### config.mk
export PLATFORM = sky130hd
export DESIGN_NAME = pthc_regs
export DESIGN_NICKNAME = d
export VERILOG_FILES = /design/src/rtl/pthc_pkg.sv /design/src/rtl/pthc_regs.sv
export SDC_FILE = /design/constraint.sdc
export NUM_CORES = 1
export LEC_CHECK = 0
export BUFFER_PORTS_ARGS = -buffer_cell sky130_fd_sc_hd__buf_2
export CORE_AREA = 2 2 279 281
export DETAILED_ROUTE_END_ITERATION = 12
export DIE_AREA = 0 0 281 283
export MAX_ROUTING_LAYER = met4
export PLACE_DENSITY_LB_ADDON = 0.15
export SYNTH_ARGS = -nofsm -noshare
export SYNTH_HDL_FRONTEND = slang
export SYNTH_SLANG_ARGS = --single-unit
### constraint.sdc
create_clock -name clk_i -period 2.3 [get_ports clk_i]
set_clock_uncertainty 0.1 [all_clocks]
set_input_delay 0.115 -clock clk_i [delete_from_list [all_inputs] [get_ports clk_i]]
set_output_delay 0.115 -clock clk_i [all_outputs]
set_load 0.02 [all_outputs]
### src/rtl/pthc_pkg.sv
// Shared types, constants and arithmetic helpers for the sensor compensation block.
`default_nettype none
package pthc_pkg;

  // Register indexes on the configuration port.
  typedef enum logic [2:0] {
    REG_TEMP      = 3'd0,
    REG_PRESS_A   = 3'd1,
    REG_PRESS_B   = 3'd2,
    REG_PRESS_HUM = 3'd3,
    REG_HUM       = 3'd4
  } reg_idx_e;

  localparam int unsigned DIV_STAGES = 32;
  localparam int unsigned PRE_STAGES = 11;
  localparam int unsigned POST_STAGES = 4;

  localparam logic [31:0] K_64000   = 32'd64000;
  localparam logic [31:0] K_1048576 = 32'd1048576;
  localparam logic [31:0] K_3125    = 32'd3125;
  localparam logic [31:0] K_76800   = 32'd76800;
  localparam logic [31:0] K_16384   = 32'd16384;
  localparam logic [31:0] K_2097152 = 32'd2097152;
  localparam logic [31:0] K_HUM_MAX = 32'd419430400;
  localparam logic [31:0] K_32768   = 32'd32768;
  localparam logic [31:0] K_8192    = 32'd8192;
  localparam logic [31:0] K_128     = 32'd128;
  localparam logic [31:0] K_5       = 32'd5;

  // One raw reading.
  typedef struct packed {
    logic [19:0] rt;
    logic [19:0] rp;
    logic [15:0] rh;
  } reading_t;

  // Calibration coefficients, each already extended to 32 bits.
  typedef struct packed {
    logic [31:0] t1, t2, t3;
    logic [31:0] p1, p2, p3, p4, p5, p6, p7, p8, p9;
    logic [31:0] h1, h2, h3, h4, h5, h6;
  } coeff_t;

  // Values that ride alongside the divider.
  typedef struct packed {
    logic [31:0] tc;
    logic [31:0] tf;
    logic [31:0] hx;
    logic        big;
    logic        zero;
  } side_t;

  // Low 32 bits of a product.
  function automatic logic [31:0] mul32(input logic [31:0] a, input logic [31:0] b);
    logic [63:0] r;
    r = {32'd0, a} * {32'd0, b};
    return r[31:0];
  endfunction

  // Arithmetic right shift of a 32-bit word.
  function automatic logic [31:0] asr(input logic [31:0] x, input int unsigned n);
    return $unsigned($signed(x) >>> n);
  endfunction

endpackage
`default_nettype wire

### src/rtl/pthc_regs.sv
// Configuration registers behind the APB-style port and coefficient unpacking.
`default_nettype none
module pthc_regs
  import pthc_pkg::*;
(
  input  wire logic        clk_i,
  input  wire logic        rst_ni,
  input  wire logic        psel,
  input  wire logic        penable,
  input  wire logic        pwrite,
  input  wire logic [5:0]  paddr,
  input  wire logic [63:0] pwdata,
  output logic      [63:0] prdata,
  output logic             pready,
  output coeff_t           coeff_o
);

  logic [47:0] temp_q;
  logic [63:0] press_a_q;
  logic [63:0] press_b_q;
  logic [47:0] press_hum_q;
  logic [31:0] hum_q;
  reg_idx_e    idx;
  logic        wr_en;

  assign pready = 1'b1;
  assign idx    = reg_idx_e'(paddr[5:3]);
  assign wr_en  = psel & penable & pwrite;

  // Register writes; unknown indexes are ignored.
  always_ff @(posedge clk_i or negedge rst_ni) begin
    if (!rst_ni) begin
      temp_q      <= '0;
      press_a_q   <= '0;
      press_b_q   <= '0;
      press_hum_q <= '0;
      hum_q       <= '0;
    end else if (wr_en) begin
      unique case (idx)
        REG_TEMP:      temp_q      <= pwdata[47:0];
        REG_PRESS_A:   press_a_q   <= pwdata;
        REG_PRESS_B:   press_b_q   <= pwdata;
        REG_PRESS_HUM: press_hum_q <= pwdata[47:0];
        REG_HUM:       hum_q       <= pwdata[31:0];
        default: ;
      endcase
    end
  end

  // Read back.
  always_comb begin
    unique case (idx)
      REG_TEMP:      prdata = {16'd0, temp_q};
      REG_PRESS_A:   prdata = press_a_q;
      REG_PRESS_B:   prdata = press_b_q;
      REG_PRESS_HUM: prdata = {16'd0, press_hum_q};
      REG_HUM:       prdata = {32'd0, hum_q};
      default:       prdata = '0;
    endcase
  end

  // Field extraction with sign or zero extension.
  assign coeff_o.t1 = {16'd0, temp_q[15:0]};
  assign coeff_o.t2 = {{16{temp_q[31]}}, temp_q[31:16]};
  assign coeff_o.t3 = {{16{temp_q[47]}}, temp_q[47:32]};
  assign coeff_o.p1 = {16'd0, press_a_q[15:0]};
  assign coeff_o.p2 = {{16{press_a_q[31]}}, press_a_q[31:16]};
  assign coeff_o.p3 = {{16{press_a_q[47]}}, press_a_q[47:32]};
  assign coeff_o.p4 = {{16{press_a_q[63]}}, press_a_q[63:48]};
  assign coeff_o.p5 = {{16{press_b_q[15]}}, press_b_q[15:0]};
  assign coeff_o.p6 = {{16{press_b_q[31]}}, press_b_q[31:16]};
  assign coeff_o.p7 = {{16{press_b_q[47]}}, press_b_q[47:32]};
  assign coeff_o.p8 = {{16{press_b_q[63]}}, press_b_q[63:48]};
  assign coeff_o.p9 = {{16{press_hum_q[15]}}, press_hum_q[15:0]};
  assign coeff_o.h1 = {24'd0, press_hum_q[23:16]};
  assign coeff_o.h2 = {{16{press_hum_q[39]}}, press_hum_q[39:24]};
  assign coeff_o.h3 = {{24{press_hum_q[47]}}, press_hum_q[47:40]};
  assign coeff_o.h4 = {{20{hum_q[11]}}, hum_q[11:0]};
  assign coeff_o.h5 = {{20{hum_q[23]}}, hum_q[23:12]};
  assign coeff_o.h6 = {{24{hum_q[31]}}, hum_q[31:24]};

endmodule
`default_nettype wire

==> out/results.ini <==
[run_status]
status=complete, no violations

[power_and_ir_drop]
ir_worst_vdd_mv=0.480
leakage_uw=0.00945
cellPowerDensity_nw_per_um2=1000

[floorplan]
die_h_um=283
rows=102
start_util_pct=18.1
coreArea_um2=76700
dieArea_um2=79500
die_x_um=281
ios=716

[final_layout]
post_route_cells_drive_above_1_share_pct=66.3
fillCellCount=8192
multi_input_area_um2=5020
area_delta_synth_final_pct=32.8
seqCellArea_um2=6410
stdcell_area_um2=18500
fin_nets=1660
final_util_pct=24.1

[worst_setup_path]
critPathMaxFanout=3
crit_start=press_b_q[25]$_DFFE_PN0P_
crit_chain=mux2_2, a32oi_1, o21ai_0, buf_2
crit_required_ps=2090
worst-path-stages=4
slowest_delay_ps=390
endpoint_kind=primary output
worstSetupPathType=flop to primary output
r2r_setup_slack_ps=1120
rr_worst_depth=1
reg2reg_from=hum_q[31]$_DFFE_PN0P_
cp-endpoint=prdata[25]
cp.arrival_ps=1910
critPathSlowestCell=dfrtp_1
startpoint_type=flop
crit_family=compound AO/OA/AOI/OAI gates
r2r-end=hum_q[31]$_DFFE_PN0P_
crit_buf_inv=1

[drt]
firstDrtPassIters=4
drtIter0Drc=322
via_count=10100
drc=0
wire_per_inst_um=20.4
viasPerCell=3.81
wl_mm=54.2
ant_nets=0

[synth]
yosys.area.top_type=dfrtp_1
yosysTopAreaCellShare_pct=46.1
ys_warn_count=0
synth_area_leaders=dfrtp_1, mux2_2, buf_4, a22oi_1, mux4_2
synth_area_um2=13900
synth-edff-count=0
synthDistinctLibCells=23
synthTopCellsByCount=buf_4, mux2_2, dfrtp_1
ys.flop_type=dfrtp_1
synth-async-reset-ratio_pct=100
ys_seq_area_share_pct=46.1
syn_area_per_cell_um2=12.6
netlist_instances=1106
synth_most_common_cell=buf_4
ys_ff_latch=256

[clock_network]
cts_buffers=35
cts_tree=yes
cts_resized=0
ctsLongestPathBuffers=3
clk_pin_slew_ps=60
clock_sinks=256
ctsHtreeMaxLevel=2
cts_root_buf=clkbuf_16
clkLatencyLatePin_ps=550
post_cts_buffers=0

[worst_hold_path]
min_from=penable
min_path_type=input port to flop

[placement]
dp_slack_ps=329
dpl.hpwl_mm=38.4
routabilityCongestion=0.768
dpl_cell_area_um2=16600
portBuffers=655

[grt]
grt_pass1_vias=10100
antenna_found_initial=3
grtUsageTotal_pct=13.6
grt_max_degree=61
grt_pass1_wl_mm=77.0
grt_overflow_total=0

[sta]
tightest_slew_ps=647
period_share_pct=92.6
hold_violations=0
drv_slew=0
fmax_ghz=0.470
rsz0062_at_grt=no
worst_slack_ps=171
fin_crit_ps=2130
relSlewSlack_pct=56.9
setup_viol=0
whs_ps=187
tns_ps=0

[job]
cap_violations=0

## worst min path at each step
stage | to | cells past startpoint
global route | press_a_q[3]$_DFFE_PN0P_ | 5
global placement | press_b_q[37]$_DFFE_PN0P_ | 1
finish | press_a_q[24]$_DFFE_PN0P_ | 5
CTS | press_a_q[3]$_DFFE_PN0P_ | 5
detailed placement | press_b_q[37]$_DFFE_PN0P_ | 1
floorplan | hum_q[0]$_DFFE_PN0P_ | 0
## layout by cell type (no fill, tap or decap), types with 2 or more instances in the layout
cell type / synthesis / routed
buf_2: 26 / 652
mux2_2: 263 / 263
dfrtp_1: 256 / 256
dlygate4sd3_1: 0 / 66
conb_1: 2 / 57
a22oi_1: 48 / 48
clkbuf_16: 0 / 35
buf_4: 327 / 33
a32oi_1: 32 / 32
o21ai_0: 32 / 32
mux2_4: 20 / 20
buf_12: 0 / 20
nor2b_1: 21 / 18
mux4_2: 16 / 16
nor2_1: 18 / 16
clkbuf_1: 28 / 10
clkbuf_8: 0 / 7
mux2_1: 5 / 5
diode_2: 0 / 3
nor2b_4: 0 / 3
clkinv_2: 0 / 3
nor2_4: 0 / 2
inv_16: 0 / 2
bufinv_16: 0 / 2
## flip-flops by register name, summed over array words and instances (netlist names)
name,flops
temp_q,48
press_a_q,64
hum_q,32
press_hum_q,48
press_b_q,64
## power breakdown
group	total [uW]	switching (uW)	internal, uW
registers	6250	862	5390
logic	6790	4320	2470
clock network	5490	2200	3290
## metrics by stage
step | power, uW | std cells
CTS | 18900 | 2649
floorplan | 11500 | 1161
global route | 19600 | 2652
detailed placement | 13200 | 2521
global placement | 13100 | 2521
finish | 18500 | 2652
## cells by family (layout without fill, tap and decap cells)
family	Yosys count	after routing	share of synthesized area, %
flops	256	256	46.1
simple gates	46	46	2.01
compound gates	112	112	5.76
other cells	2	60	0.0540
buf+inv	386	834	19.7
mux	304	304	26.4
## routing by layer
metal | vias up | global-route usage (%) | wire [um]
met5 | - | - | 0
met4 | 0 | 3.73 | 1190
met3 | 62 | 3.42 | 3740
met2 | 393 | 22.4 | 26600
met1 | 5156 | 16.4 | 22700
li1 | 4496 | - | -
## final cells by class
cell class	count	area share, %
Sequential cell	256	34.7
Inverter	1	0.0203
Multi-Input combinational cell	519	27.2
Clock inverter	9	0.711
Timing Repair Buffer	772	24.8
Tap cell	1040	7.05
Antenna cell	3	0.0407
Clock buffer	52	5.47
## timing repair
action | CTS | global route
endpoints found under the hold margin | 512 | 0
endpoints found under the setup margin | 0 | 0
hold buffers | 67 | 0
(Power assumes the default switching activity.)
