### src/rtl/pthc_pkg.sv
// Shared types, constants and arithmetic helpers for the sensor compensation block.
`default_nettype none
package pthc_pkg;

  // Register indexes on the configuration port.
  typedef enum logic [2:0] {
    REG_TEMP      = 3'd0,
    REG_PRESS_A   = 3'd1,
    REG_PRESS_B   = 3'd2,
    REG_PRESS_HUM = 3'd3,
    REG_HUM       = 3'd4
  } reg_idx_e;

  localparam int unsigned DIV_STAGES = 32;
  localparam int unsigned PRE_STAGES = 11;
  localparam int unsigned POST_STAGES = 4;

  localparam logic [31:0] K_64000   = 32'd64000;
  localparam logic [31:0] K_1048576 = 32'd1048576;
  localparam logic [31:0] K_3125    = 32'd3125;
  localparam logic [31:0] K_76800   = 32'd76800;
  localparam logic [31:0] K_16384   = 32'd16384;
  localparam logic [31:0] K_2097152 = 32'd2097152;
  localparam logic [31:0] K_HUM_MAX = 32'd419430400;
  localparam logic [31:0] K_32768   = 32'd32768;
  localparam logic [31:0] K_8192    = 32'd8192;
  localparam logic [31:0] K_128     = 32'd128;
  localparam logic [31:0] K_5       = 32'd5;

  // One raw reading.
  typedef struct packed {
    logic [19:0] rt;
    logic [19:0] rp;
    logic [15:0] rh;
  } reading_t;

  // Calibration coefficients, each already extended to 32 bits.
  typedef struct packed {
    logic [31:0] t1, t2, t3;
    logic [31:0] p1, p2, p3, p4, p5, p6, p7, p8, p9;
    logic [31:0] h1, h2, h3, h4, h5, h6;
  } coeff_t;

  // Values that ride alongside the divider.
  typedef struct packed {
    logic [31:0] tc;
    logic [31:0] tf;
    logic [31:0] hx;
    logic        big;
    logic        zero;
  } side_t;

  // Low 32 bits of a product.
  function automatic logic [31:0] mul32(input logic [31:0] a, input logic [31:0] b);
    logic [63:0] r;
    r = {32'd0, a} * {32'd0, b};
    return r[31:0];
  endfunction

  // Arithmetic right shift of a 32-bit word.
  function automatic logic [31:0] asr(input logic [31:0] x, input int unsigned n);
    return $unsigned($signed(x) >>> n);
  endfunction

endpackage
`default_nettype wire

### src/rtl/pthc_front.sv
// Two-entry input queue that decouples acceptance from the compute pipeline.
`default_nettype none
module pthc_front
  import pthc_pkg::*;
(
  input  wire logic        clk_i,
  input  wire logic        rst_ni,
  input  wire logic        in_valid_i,
  output logic             in_ready_o,
  input  wire logic [19:0] raw_temperature_i,
  input  wire logic [19:0] raw_pressure_i,
  input  wire logic [15:0] raw_humidity_i,
  input  wire logic        pop_i,
  output logic             head_valid_o,
  output reading_t         head_o
);

  reading_t   buf_q [2];
  logic       wr_ptr_q, rd_ptr_q;
  logic [1:0] cnt_q;
  logic       push, pop;

  assign in_ready_o   = (cnt_q != 2'd2);
  assign head_valid_o = (cnt_q != 2'd0);
  assign head_o       = buf_q[rd_ptr_q];
  assign push         = in_valid_i & in_ready_o;
  assign pop          = pop_i & head_valid_o;

  // Storage; payload needs no reset.
  always_ff @(posedge clk_i) begin
    if (push) begin
      buf_q[wr_ptr_q] <= '{rt: raw_temperature_i, rp: raw_pressure_i, rh: raw_humidity_i};
    end
  end

  // Pointers and fill count.
  always_ff @(posedge clk_i or negedge rst_ni) begin
    if (!rst_ni) begin
      wr_ptr_q <= 1'b0;
      rd_ptr_q <= 1'b0;
      cnt_q    <= 2'd0;
    end else begin
      if (push) wr_ptr_q <= ~wr_ptr_q;
      if (pop)  rd_ptr_q <= ~rd_ptr_q;
      cnt_q <= cnt_q + {1'b0, push} - {1'b0, pop};
    end
  end

endmodule
`default_nettype wire

### config.mk
export PLATFORM = sky130hd
export DESIGN_NAME = pthc_front
export DESIGN_NICKNAME = d
export VERILOG_FILES = /design/src/rtl/pthc_pkg.sv /design/src/rtl/pthc_front.sv
export SDC_FILE = /design/constraint.sdc
export NUM_CORES = 1
export LEC_CHECK = 0
export ABC_AREA = 0
export BUFFER_PORTS_ARGS = -buffer_cell sky130_fd_sc_hd__buf_2
export CORE_ASPECT_RATIO = 1.4
export CORE_MARGIN = 5
export CORE_UTILIZATION = 45
export DETAILED_ROUTE_END_ITERATION = 10
export GPL_TIMING_DRIVEN = 0
export PLACE_DENSITY = 0.7
export SLEW_MARGIN = 20
export SYNTH_ARGS = -nofsm -noshare
export SYNTH_HDL_FRONTEND = slang
export SYNTH_SLANG_ARGS = --single-unit
export TNS_END_PERCENT = 5
### constraint.sdc
create_clock -name clk_i -period 5.1 [get_ports clk_i]
set_clock_uncertainty 0.2 [all_clocks]
set_input_delay 0.51 -clock clk_i [delete_from_list [all_inputs] [get_ports clk_i]]
set_output_delay 0.51 -clock clk_i [all_outputs]
set_load 0.005 [all_outputs]
==> metrics.yaml, run 1 <==
status: "complete, no violations"
grt_first_pass_wirelength_mm: 11.7
avgViaCountPerCell: 4.79
critPathKind: "reg -> out"
cts.sinks: 116
post-route-period-util: 0.446
synthArstFlopShare: 0.0345
synth-seq-cells: 116
drt_pass1_iterations: 4
io_pins: 118
crit_path_start_kind: "flip-flop"
ctsResizeCount: 0
clock_latency_ns: 0.39
final.setup.tns_ns: 0
synth_most_common_cell: "edfxtp_1"
cts_tree: "done"
maxSlewHeadroom: 0.730
initial_utilization: 0.461
die_w_um: 93.2
fmax_mhz: 439
synth_commonest_cells: "112 x edfxtp_1, 30 x mux2_4, 26 x mux2_2, 4 x buf_6, 4 x dfrtp_1"
gp_congestion: 0.679
syn_nets: 253
worst_ir_drop_vdd_mv: 0.377
cp.required_ns: 4.39
comb_power_share: 0.285
dieArea_um2: 11800
p_sw_uw: 835
synth_area_um2: 4360
overflow: 0
place_area_um2: 5150
worst_pin_slew_ns: 0.405
syn-mean-instance-area_um2: 22.8
ff2ff_setup_slack_ns: 3.21
nFillCells: 718
clk_pin_slew_worst_paths_ns: 0.05
core_area_um2: 9460
drc: 0
yosysWarnings: 0
hold_viol_final: 0
io_buffers: 117
htree_levels: 4
synthCells: 191
reg2reg_from: "cnt_q[1]"
die_h_um: 126
wl_mm: 7.41
ys_top_cells_by_area: "edfxtp_1 77%, mux2_4 10%, mux2_2 6.7%"
p_total_uw: 3310
antenna_found_initial: 0
setup_viol_count_final: 0
cts_buffers: 17
antenna_cells: 0
rows: 42
rr_worst_depth: 7
period_minus_slack_ns: 2.28
endpoint_kind: "output pin"
grt_max_degree: 31
drtIter0Drc: 103
drive_gt1_frac: 0.598
ys.flop_type: "edfxtp_1"
slew_viol_final: 0
synth_seq_area_share: 0.795
pwr-share-clk: 0.304
p_leak_uw: 0.00225
dp.final_hpwl_mm: 5.20
track_usage: 0.135
min_to: "buf_q[0][46]"
seqPwrFrac: 0.411
setup_slack_ns: 2.82
cp_data_arrival_time_ns: 1.57
nNetsFinal: 393
hold_depth: 1
finalInstanceArea_um2: 5670
dp_slack_ns: 3.19
synth_top_area_cell: "edfxtp_1"
intPower_uw: 2480
max_cap_viol_count: 0
path_max_fanout: 10
cts-root-buf: "clkbuf_16"
min_path_type: "in -> reg"
num_vias: 2172
hold_start: "raw_temperature_i[10]"
grt_pass1_vias: 2338
p_per_area_nw_per_um2: 584
area_growth_pct: 30.1
rsz0062_at_grt: "no"
swShare: 0.252
r2r_end: "cnt_q[1]"
synth-edff-count: 112
synth_top_area_share: 0.772
synth_cell_type_count: 16
antenna_left: 0
clockBufferDepth: 2
wl_per_cell_um: 16.4
[cells by family after synthesis]
logic type	synth area share
xor gates and xnor gates	0.00804
adders and majority gates	0.00574
buffers and inverters	0.0135
muxes	0.171
and+or+nand+nor	0.00747
DFF	0.795
[stage by stage]
step	cells	utilization	hold slack, ns
after floorplan	191	-	0.0144
after global placement	418	0.537	0.116
after detailed placement	421	0.545	0.120
after CTS	453	0.600	0.0827
after global routing	453	0.600	0.0788
final	453	0.600	0.104
[cell usage in the layout, fill, tap and decap left out, types with 2 or more instances in the layout]
cell type / instances
clkinv_2: 3
clkbuf_16: 17
buf_12: 3
xnor2_1: 3
clkbuf_1: 5
buf_6: 4
mux2_2: 26
mux2_4: 30
buf_2: 119
edfxtp_1: 112
clkinv_1: 5
ha_1: 2
dfrtp_1: 4
[registers in the layout, indices dropped and copies added (netlist names)]
register  count
buf_q       112
cnt_q         2
rd_ptr_q      1
wr_ptr_q      1
[worst max path at each step]
stage	endpoint	start
floorplan	buf_q[0][0]	cnt_q[1]
global placement	buf_q[0][20]	in_valid_i
detailed placement	cnt_q[1]	cnt_q[1]
CTS	head_o[16]	rd_ptr_q
global route	head_o[36]	rd_ptr_q
finish	head_o[36]	rd_ptr_q
[metal layers]
layer | wire [µm] | global-route usage
met5 | 0 | 0
met4 | 106 | 0.0621
met3 | 366 | 0.0515
met2 | 4170 | 0.232
met1 | 2770 | 0.145
[cell type report]
class                   instances  area (µm²)  area share
flip-flops and latches        116        3460       0.611
multi-input cells              68         848       0.150
repair buffers                121         656       0.116
clock buffers                  22         444      0.0783
well taps                     110         138      0.0243
clock inverters                 9        63.8      0.0113
plain buffers                   6        55.1     0.00971
inverters                       1        3.75    0.000662
[worst max-delay path, stage by stage, from the launching register on]
cell	delay, ns
dfrtp_1	0.36
buf_6	0.17
buf_6	0.19
mux2_4	0.32
buf_2	0.13
[power by group through the flow]
stage / Clock [µW] / Combinational, µW / Sequential (µW)
3_5_place_dp: 0 / 977 / 1380
5_1_grt: 1080 / 1030 / 1380
4_1_cts: 1030 / 980 / 1360
6_report: 1010 / 945 / 1360
2_1_floorplan: 0 / 599 / 1380
3_3_place_gp: 0 / 919 / 1390
[repair_timing]
| item | 4_1_cts | 5_1_grt |
|---|---|---|
| endpoints found under the hold margin | 4 | 0 |
| buffers inserted | 0 | 0 |
| hold buffers | 1 | 0 |
No activity file was read; power rests on OpenSTA's default activity.
==> inputs of run 2 (changes only) <==
==> constraint.sdc (replaced) <==
create_clock -name clk_i -period 2.2 [get_ports clk_i]
set_clock_uncertainty 0.2 [all_clocks]
set_input_delay 0.22 -clock clk_i [delete_from_list [all_inputs] [get_ports clk_i]]
set_output_delay 0.22 -clock clk_i [all_outputs]
set_load 0.005 [all_outputs]
==> run 2 against run 1 <==
Global-route usage is 1.4 points higher. Via count up 13%. Sequential power grew 130%. Largest cell class unchanged.
==> metrics.yaml, run 2 (synthesis results as in run 1) <==
nFillCells: 642
antenna_found_initial: 0
largest_reg_flops: 112
cts.sinks: 116
worst_pin_slew_ns: 0.266
fin_util: 0.672
rows: 42
max_stage_delay_ns: 0.37
max_cap_viol_count: 0
cp_data_arrival_time_ns: 1.58
r2r_end: "cnt_q[1]"
antenna_left: 0
top_register: "buf_q"
maxSlewHeadroom: 0.823
cp.buffers_inverters: 3
drt_pass1_iterations: 4
regArea_um2: 3460
num_vias: 2450
place_area_um2: 5160
endpoint_kind: "output pin"
rr_worst_depth: 7
hold_viol_final: 0
cts_buffers: 17
fmax_mhz: 501
worst_ir_drop_vdd_mv: 0.937
crit_slowest_cell: "dfrtp_1"
slew_viol_final: 0
p_per_area_nw_per_um2: 1290
hold_start: "cnt_q[0]"
p_leak_uw: 0.00255
setup_viol_count_final: 0
dieArea_um2: 11800
final_cell_mix: "119 x buf_2, 112 x edfxtp_1, 60 x dlygate4sd3_1"
dp.final_hpwl_mm: 5.01
gp_congestion: 0.672
die_w_um: 93.2
reg2reg_from: "cnt_q[1]"
comb_power_share: 0.282
grt_first_pass_wirelength_mm: 13.1
nNetsFinal: 452
ff2ff_setup_slack_ns: 0.28
track_usage: 0.148
post-route-period-util: 0.908
drc: 0
clk_pin_slew_worst_paths_ns: 0.05
io_pins: 118
cp_num_cells: 4
initial_utilization: 0.461
die_h_um: 126
crit_path_cell_trace: "buf_6 -> buf_6 -> mux2_4 -> buf_2"
grt_pass1_vias: 2673
io_buffers: 117
startpoint: "rd_ptr_q"
area_growth_pct: 45.9
drive_gt1_frac: 0.524
ctsResizeCount: 0
clockBufferDepth: 2
finalInstanceArea_um2: 6360
drtIter0Drc: 114
wl_per_cell_um: 16.0
rsz0062_at_grt: "no"
avgViaCountPerCell: 4.78
overflow: 0
period_minus_slack_ns: 2.00
cp_top_family: "buffers and inverters"
core_area_um2: 9460
wl_mm: 8.20
crit_path_start_kind: "flip-flop"
swShare: 0.247
p_sw_uw: 2030
status: "complete, no violations"
cts_tree: "done"
path_common_cell: "buf_6"
seqPwrFrac: 0.384
cts-root-buf: "clkbuf_16"
crit_end: "head_o[24]"
htree_levels: 4
cp.required_ns: 1.78
grt_max_degree: 47
min_path_type: "reg -> reg"
dp_slack_ns: 0.274
final_common_cell: "buf_2"
multi_input_area_um2: 848
antenna_cells: 0
path_max_fanout: 10
largestRegisters: "buf_q (112), cnt_q (2)"
intPower_uw: 6180
critPathKind: "reg -> out"
setup_slack_ns: 0.203
clock_latency_ns: 0.40
pwr-share-clk: 0.333
[run 2: cell count changes in the layout (fill, tap and decap cells not counted)]
cell           delta
bufinv_16         +3
dlygate4sd3_1    +59
buf_12            -1
buf_16            +1
clkinv_2          +2
clkinv_1          -2
clkbuf_1          -3
clkinvlp_4        +1
[run 2: area by class of cell]
class / instances / area share
plain buffers: 6 / 0.00866
clock buffers: 19 / 0.0681
clock inverters: 13 / 0.0258
inverters: 1 / 0.000590
multi-input cells: 68 / 0.133
flip-flops and latches: 116 / 0.545
well taps: 110 / 0.0216
repair buffers: 180 / 0.197
[run 2: power groups by stage]
stage               logic [µW]  clock network (µW)  registers [µW]
floorplan                 1400                   0            3180
global placement          2140                   0            3210
detailed placement        2270                   0            3200
CTS                       2360                2790            3160
global route              2520                2900            3210
finish                    2320                2740            3160
[run 2: routing by layer]
layer | up-vias | GRT usage | routed length, µm | part of all wire
li1 | 1160 | - | - | -
met1 | 1203 | 0.158 | 3080 | 0.38
met2 | 80 | 0.263 | 4550 | 0.55
met3 | 7 | 0.0539 | 490 | 0.060
met4 | 0 | 0.0595 | 85 | 0.010
met5 | - | 0 | 0 | 0
[run 2: worst register-to-register path: cells and delay by family, from the launching register on]
family	cells	cell delay, ns
DFF	1	0.40
buffers and inverters	1	0.04
and+or+nand+nor	2	0.42
xor gates and xnor gates	2	0.30
adders and majority gates	2	0.47
[run 2: worst min path at each step]
stage,endpoint,slack (ns),cells after the start
5_1_grt,buf_q[0][51],0.33,2
3_5_place_dp,wr_ptr_q,-0.17,1
2_1_floorplan,cnt_q[0],-0.28,0
6_report,cnt_q[0],0.32,1
3_3_place_gp,cnt_q[0],-0.17,1
4_1_cts,buf_q[0][15],0.32,2
[run 2: stage by stage]
stage | power (µW) | hold slack (ns) | instances | setup TNS (ns)
floorplan | 4580 | -0.276 | 191 | -17.44
global placement | 5350 | -0.171 | 418 | -76.18
detailed placement | 5470 | -0.166 | 421 | 0
CTS | 8320 | 0.322 | 513 | 0
global route | 8620 | 0.328 | 513 | 0
finish | 8210 | 0.320 | 513 | 0
[run 2: timing repair]
item                      in CTS  in global routing
buffers inserted               0                  0
hold buffers                  60                  0
hold endpoints to repair     118                  0
==> inputs of run 3 (changes only) <==
--- a/config.mk
+++ b/config.mk
@@ -8,11 +8,11 @@
 export ABC_AREA = 0
 export BUFFER_PORTS_ARGS = -buffer_cell sky130_fd_sc_hd__buf_2
 export CORE_ASPECT_RATIO = 1.4
-export CORE_MARGIN = 5
-export CORE_UTILIZATION = 45
+export CORE_MARGIN = 8
+export CORE_UTILIZATION = 52
 export DETAILED_ROUTE_END_ITERATION = 10
 export GPL_TIMING_DRIVEN = 0
-export PLACE_DENSITY = 0.7
+export PLACE_DENSITY = 0.79
 export SLEW_MARGIN = 20
 export SYNTH_ARGS = -nofsm -noshare
 export SYNTH_HDL_FRONTEND = slang
==> run 3 against run 2 <==
Sequential power hardly changed. Non-clock buffer count stayed put. Largest cell class unchanged. Flip-flop and latch count stayed put. Worst setup slack worse by 0.033 ns. Power is 1.9% higher. Worst hold slack better by 0.018 ns. Clock power is 3% higher. First-iteration DRC count is 42% higher. Routed wire length is 13% higher. Register-to-register slack worse by 0.07 ns.
==> metrics.yaml, run 3 (synthesis results as in run 1) <==
status: "complete, no violations"
post-route-period-util: 0.923
clockBufferDepth: 2
p_total_uw: 8360
cp.required_ns: 1.78
worst_ir_drop_vdd_mv: 1.22
antenna_cells: 0
io_buffers: 117
antenna_left: 0
min_path_type: "reg -> reg"
rows: 39
final_cell_mix: "119 x buf_2, 112 x edfxtp_1, 60 x dlygate4sd3_1"
rsz0062_at_grt: "no"
clock_latency_ns: 0.40
initial_utilization: 0.535
cts_tree: "done"
grt_max_degree: 48
maxSlewHeadroom: 0.758
cts.sinks: 116
crit_end: "head_o[40]"
grt_pass1_vias: 2833
area_growth_pct: 46.6
rr_worst_depth: 7
wl_per_cell_um: 18.3
p_per_area_nw_per_um2: 1310
path_max_fanout: 10
reg2reg_from: "cnt_q[1]"
htree_levels: 4
fmax_mhz: 493
dieArea_um2: 11600
p_leak_uw: 0.00257
cts_setup_buffers: 0
crit_path_cell_trace: "buf_6 -> buf_6 -> mux2_4 -> buf_2"
nNetsFinal: 452
r2r_end: "cnt_q[1]"
drt_pass1_iterations: 4
wl_mm: 9.23
dp.final_hpwl_mm: 5.65
hold_start: "cnt_q[0]"
drive_gt1_frac: 0.536
period_minus_slack_ns: 2.03
setup_viol_count_final: 0
met3_length_um: 634
largest_reg_flops: 112
top_register: "buf_q"
cts_buffers: 17
gp_congestion: 0.674
fin_util: 0.784
drtIter0Drc: 162
final_common_cell: "buf_2"
cp_data_arrival_time_ns: 1.61
grt_first_pass_wirelength_mm: 14.3
io_pins: 118
path_common_cell: "buf_6"
overflow: 0
slew_viol_final: 0
drc: 0
max_stage_delay_ns: 0.38
die_h_um: 124
drt-met1-wl_mm: 3.09
ff2ff_setup_slack_ns: 0.21
startpoint: "rd_ptr_q"
worst_pin_slew_ns: 0.361
largestRegisters: "buf_q (112), cnt_q (2)"
wl_met2_mm: 5.21
nFillCells: 432
die_w_um: 93.4
clk_pin_slew_worst_paths_ns: 0.05
num_vias: 2440
core_area_um2: 8150
cts-root-buf: "clkbuf_16"
max_cap_viol_count: 0
endpoint_kind: "output pin"
crit_slowest_cell: "dfrtp_1"
track_usage: 0.166
avgViaCountPerCell: 4.83
crit_path_start_kind: "flip-flop"
hold_viol_final: 0
critPathKind: "reg -> out"
antenna_found_initial: 0
top_layer: "met4"
[run 3: cell types whose count changed in the layout (fill, tap and decap cells not counted)]
cell | previous run | this run
buf_12 | 2 | 1
clkbuf_1 | 2 | 0
bufinv_16 | 4 | 3
buf_16 | 1 | 2
clkbuf_8 | 0 | 6
clkinv_1 | 3 | 0
[run 3: report_power, final]
group	switching [µW]	total [µW]	leakage, µW	internal (µW)
Combinational	1070	2360	0.00117	1300
Sequential	146	3170	0.00109	3030
Clock	880	2830	0.000315	1950
[run 3: worst min-delay path by stage]
| stage | end | cells after the start | slack, ns |
|---|---|---|---|
| 2_1_floorplan | cnt_q[0] | 0 | -0.28 |
| 3_3_place_gp | cnt_q[0] | 1 | -0.17 |
| 3_5_place_dp | cnt_q[1] | 1 | -0.17 |
| 4_1_cts | buf_q[1][7] | 2 | 0.32 |
| 5_1_grt | buf_q[0][4] | 2 | 0.34 |
| 6_report | cnt_q[0] | 1 | 0.34 |
[run 3: layout make-up]
cell class	count	area (µm²)	area share
Sequential cell	116	3460	0.542
Timing Repair Buffer	180	1260	0.197
Multi-Input combinational cell	68	848	0.133
Clock buffer	23	508	0.0795
Tap cell	102	128	0.0200
Clock inverter	9	123	0.0192
Buffer	6	55.1	0.00862
Inverter	1	3.75	0.000587
[run 3: metal layers]
| metal | track usage | up-vias |
|---|---|---|
| met2 | 0.302 | 82 |
| met5 | 0 | - |
| met4 | 0.0962 | 0 |
| li1 | - | 1152 |
| met3 | 0.0706 | 24 |
| met1 | 0.144 | 1182 |
[run 3: critical path, delay by kind of cell (launching register included)]
kind                   cells  cell delay, ns
buffers and inverters      3            0.50
multiplexers               1            0.32
flip-flops                 1            0.38
[run 3: what timing repair did]
item,in CTS,in global routing
gates resized for setup,0,0
hold endpoints to repair,118,0
endpoints found under the setup margin,0,0
hold buffers,60,0
[run 3: metrics by stage]
step           hold slack [ns]  TNS, ns  area (µm²)  worst slack [ns]  std cells
2_1_floorplan           -0.276   -17.44        4370            -0.311        191
3_3_place_gp            -0.172   -73.22        5080            -0.986        410
3_5_place_dp            -0.169        0        5160             0.255        413
4_1_cts                  0.316        0        6390             0.127        505
5_1_grt                  0.336        0        6390            0.0888        505
6_report                 0.337        0        6390             0.170        505
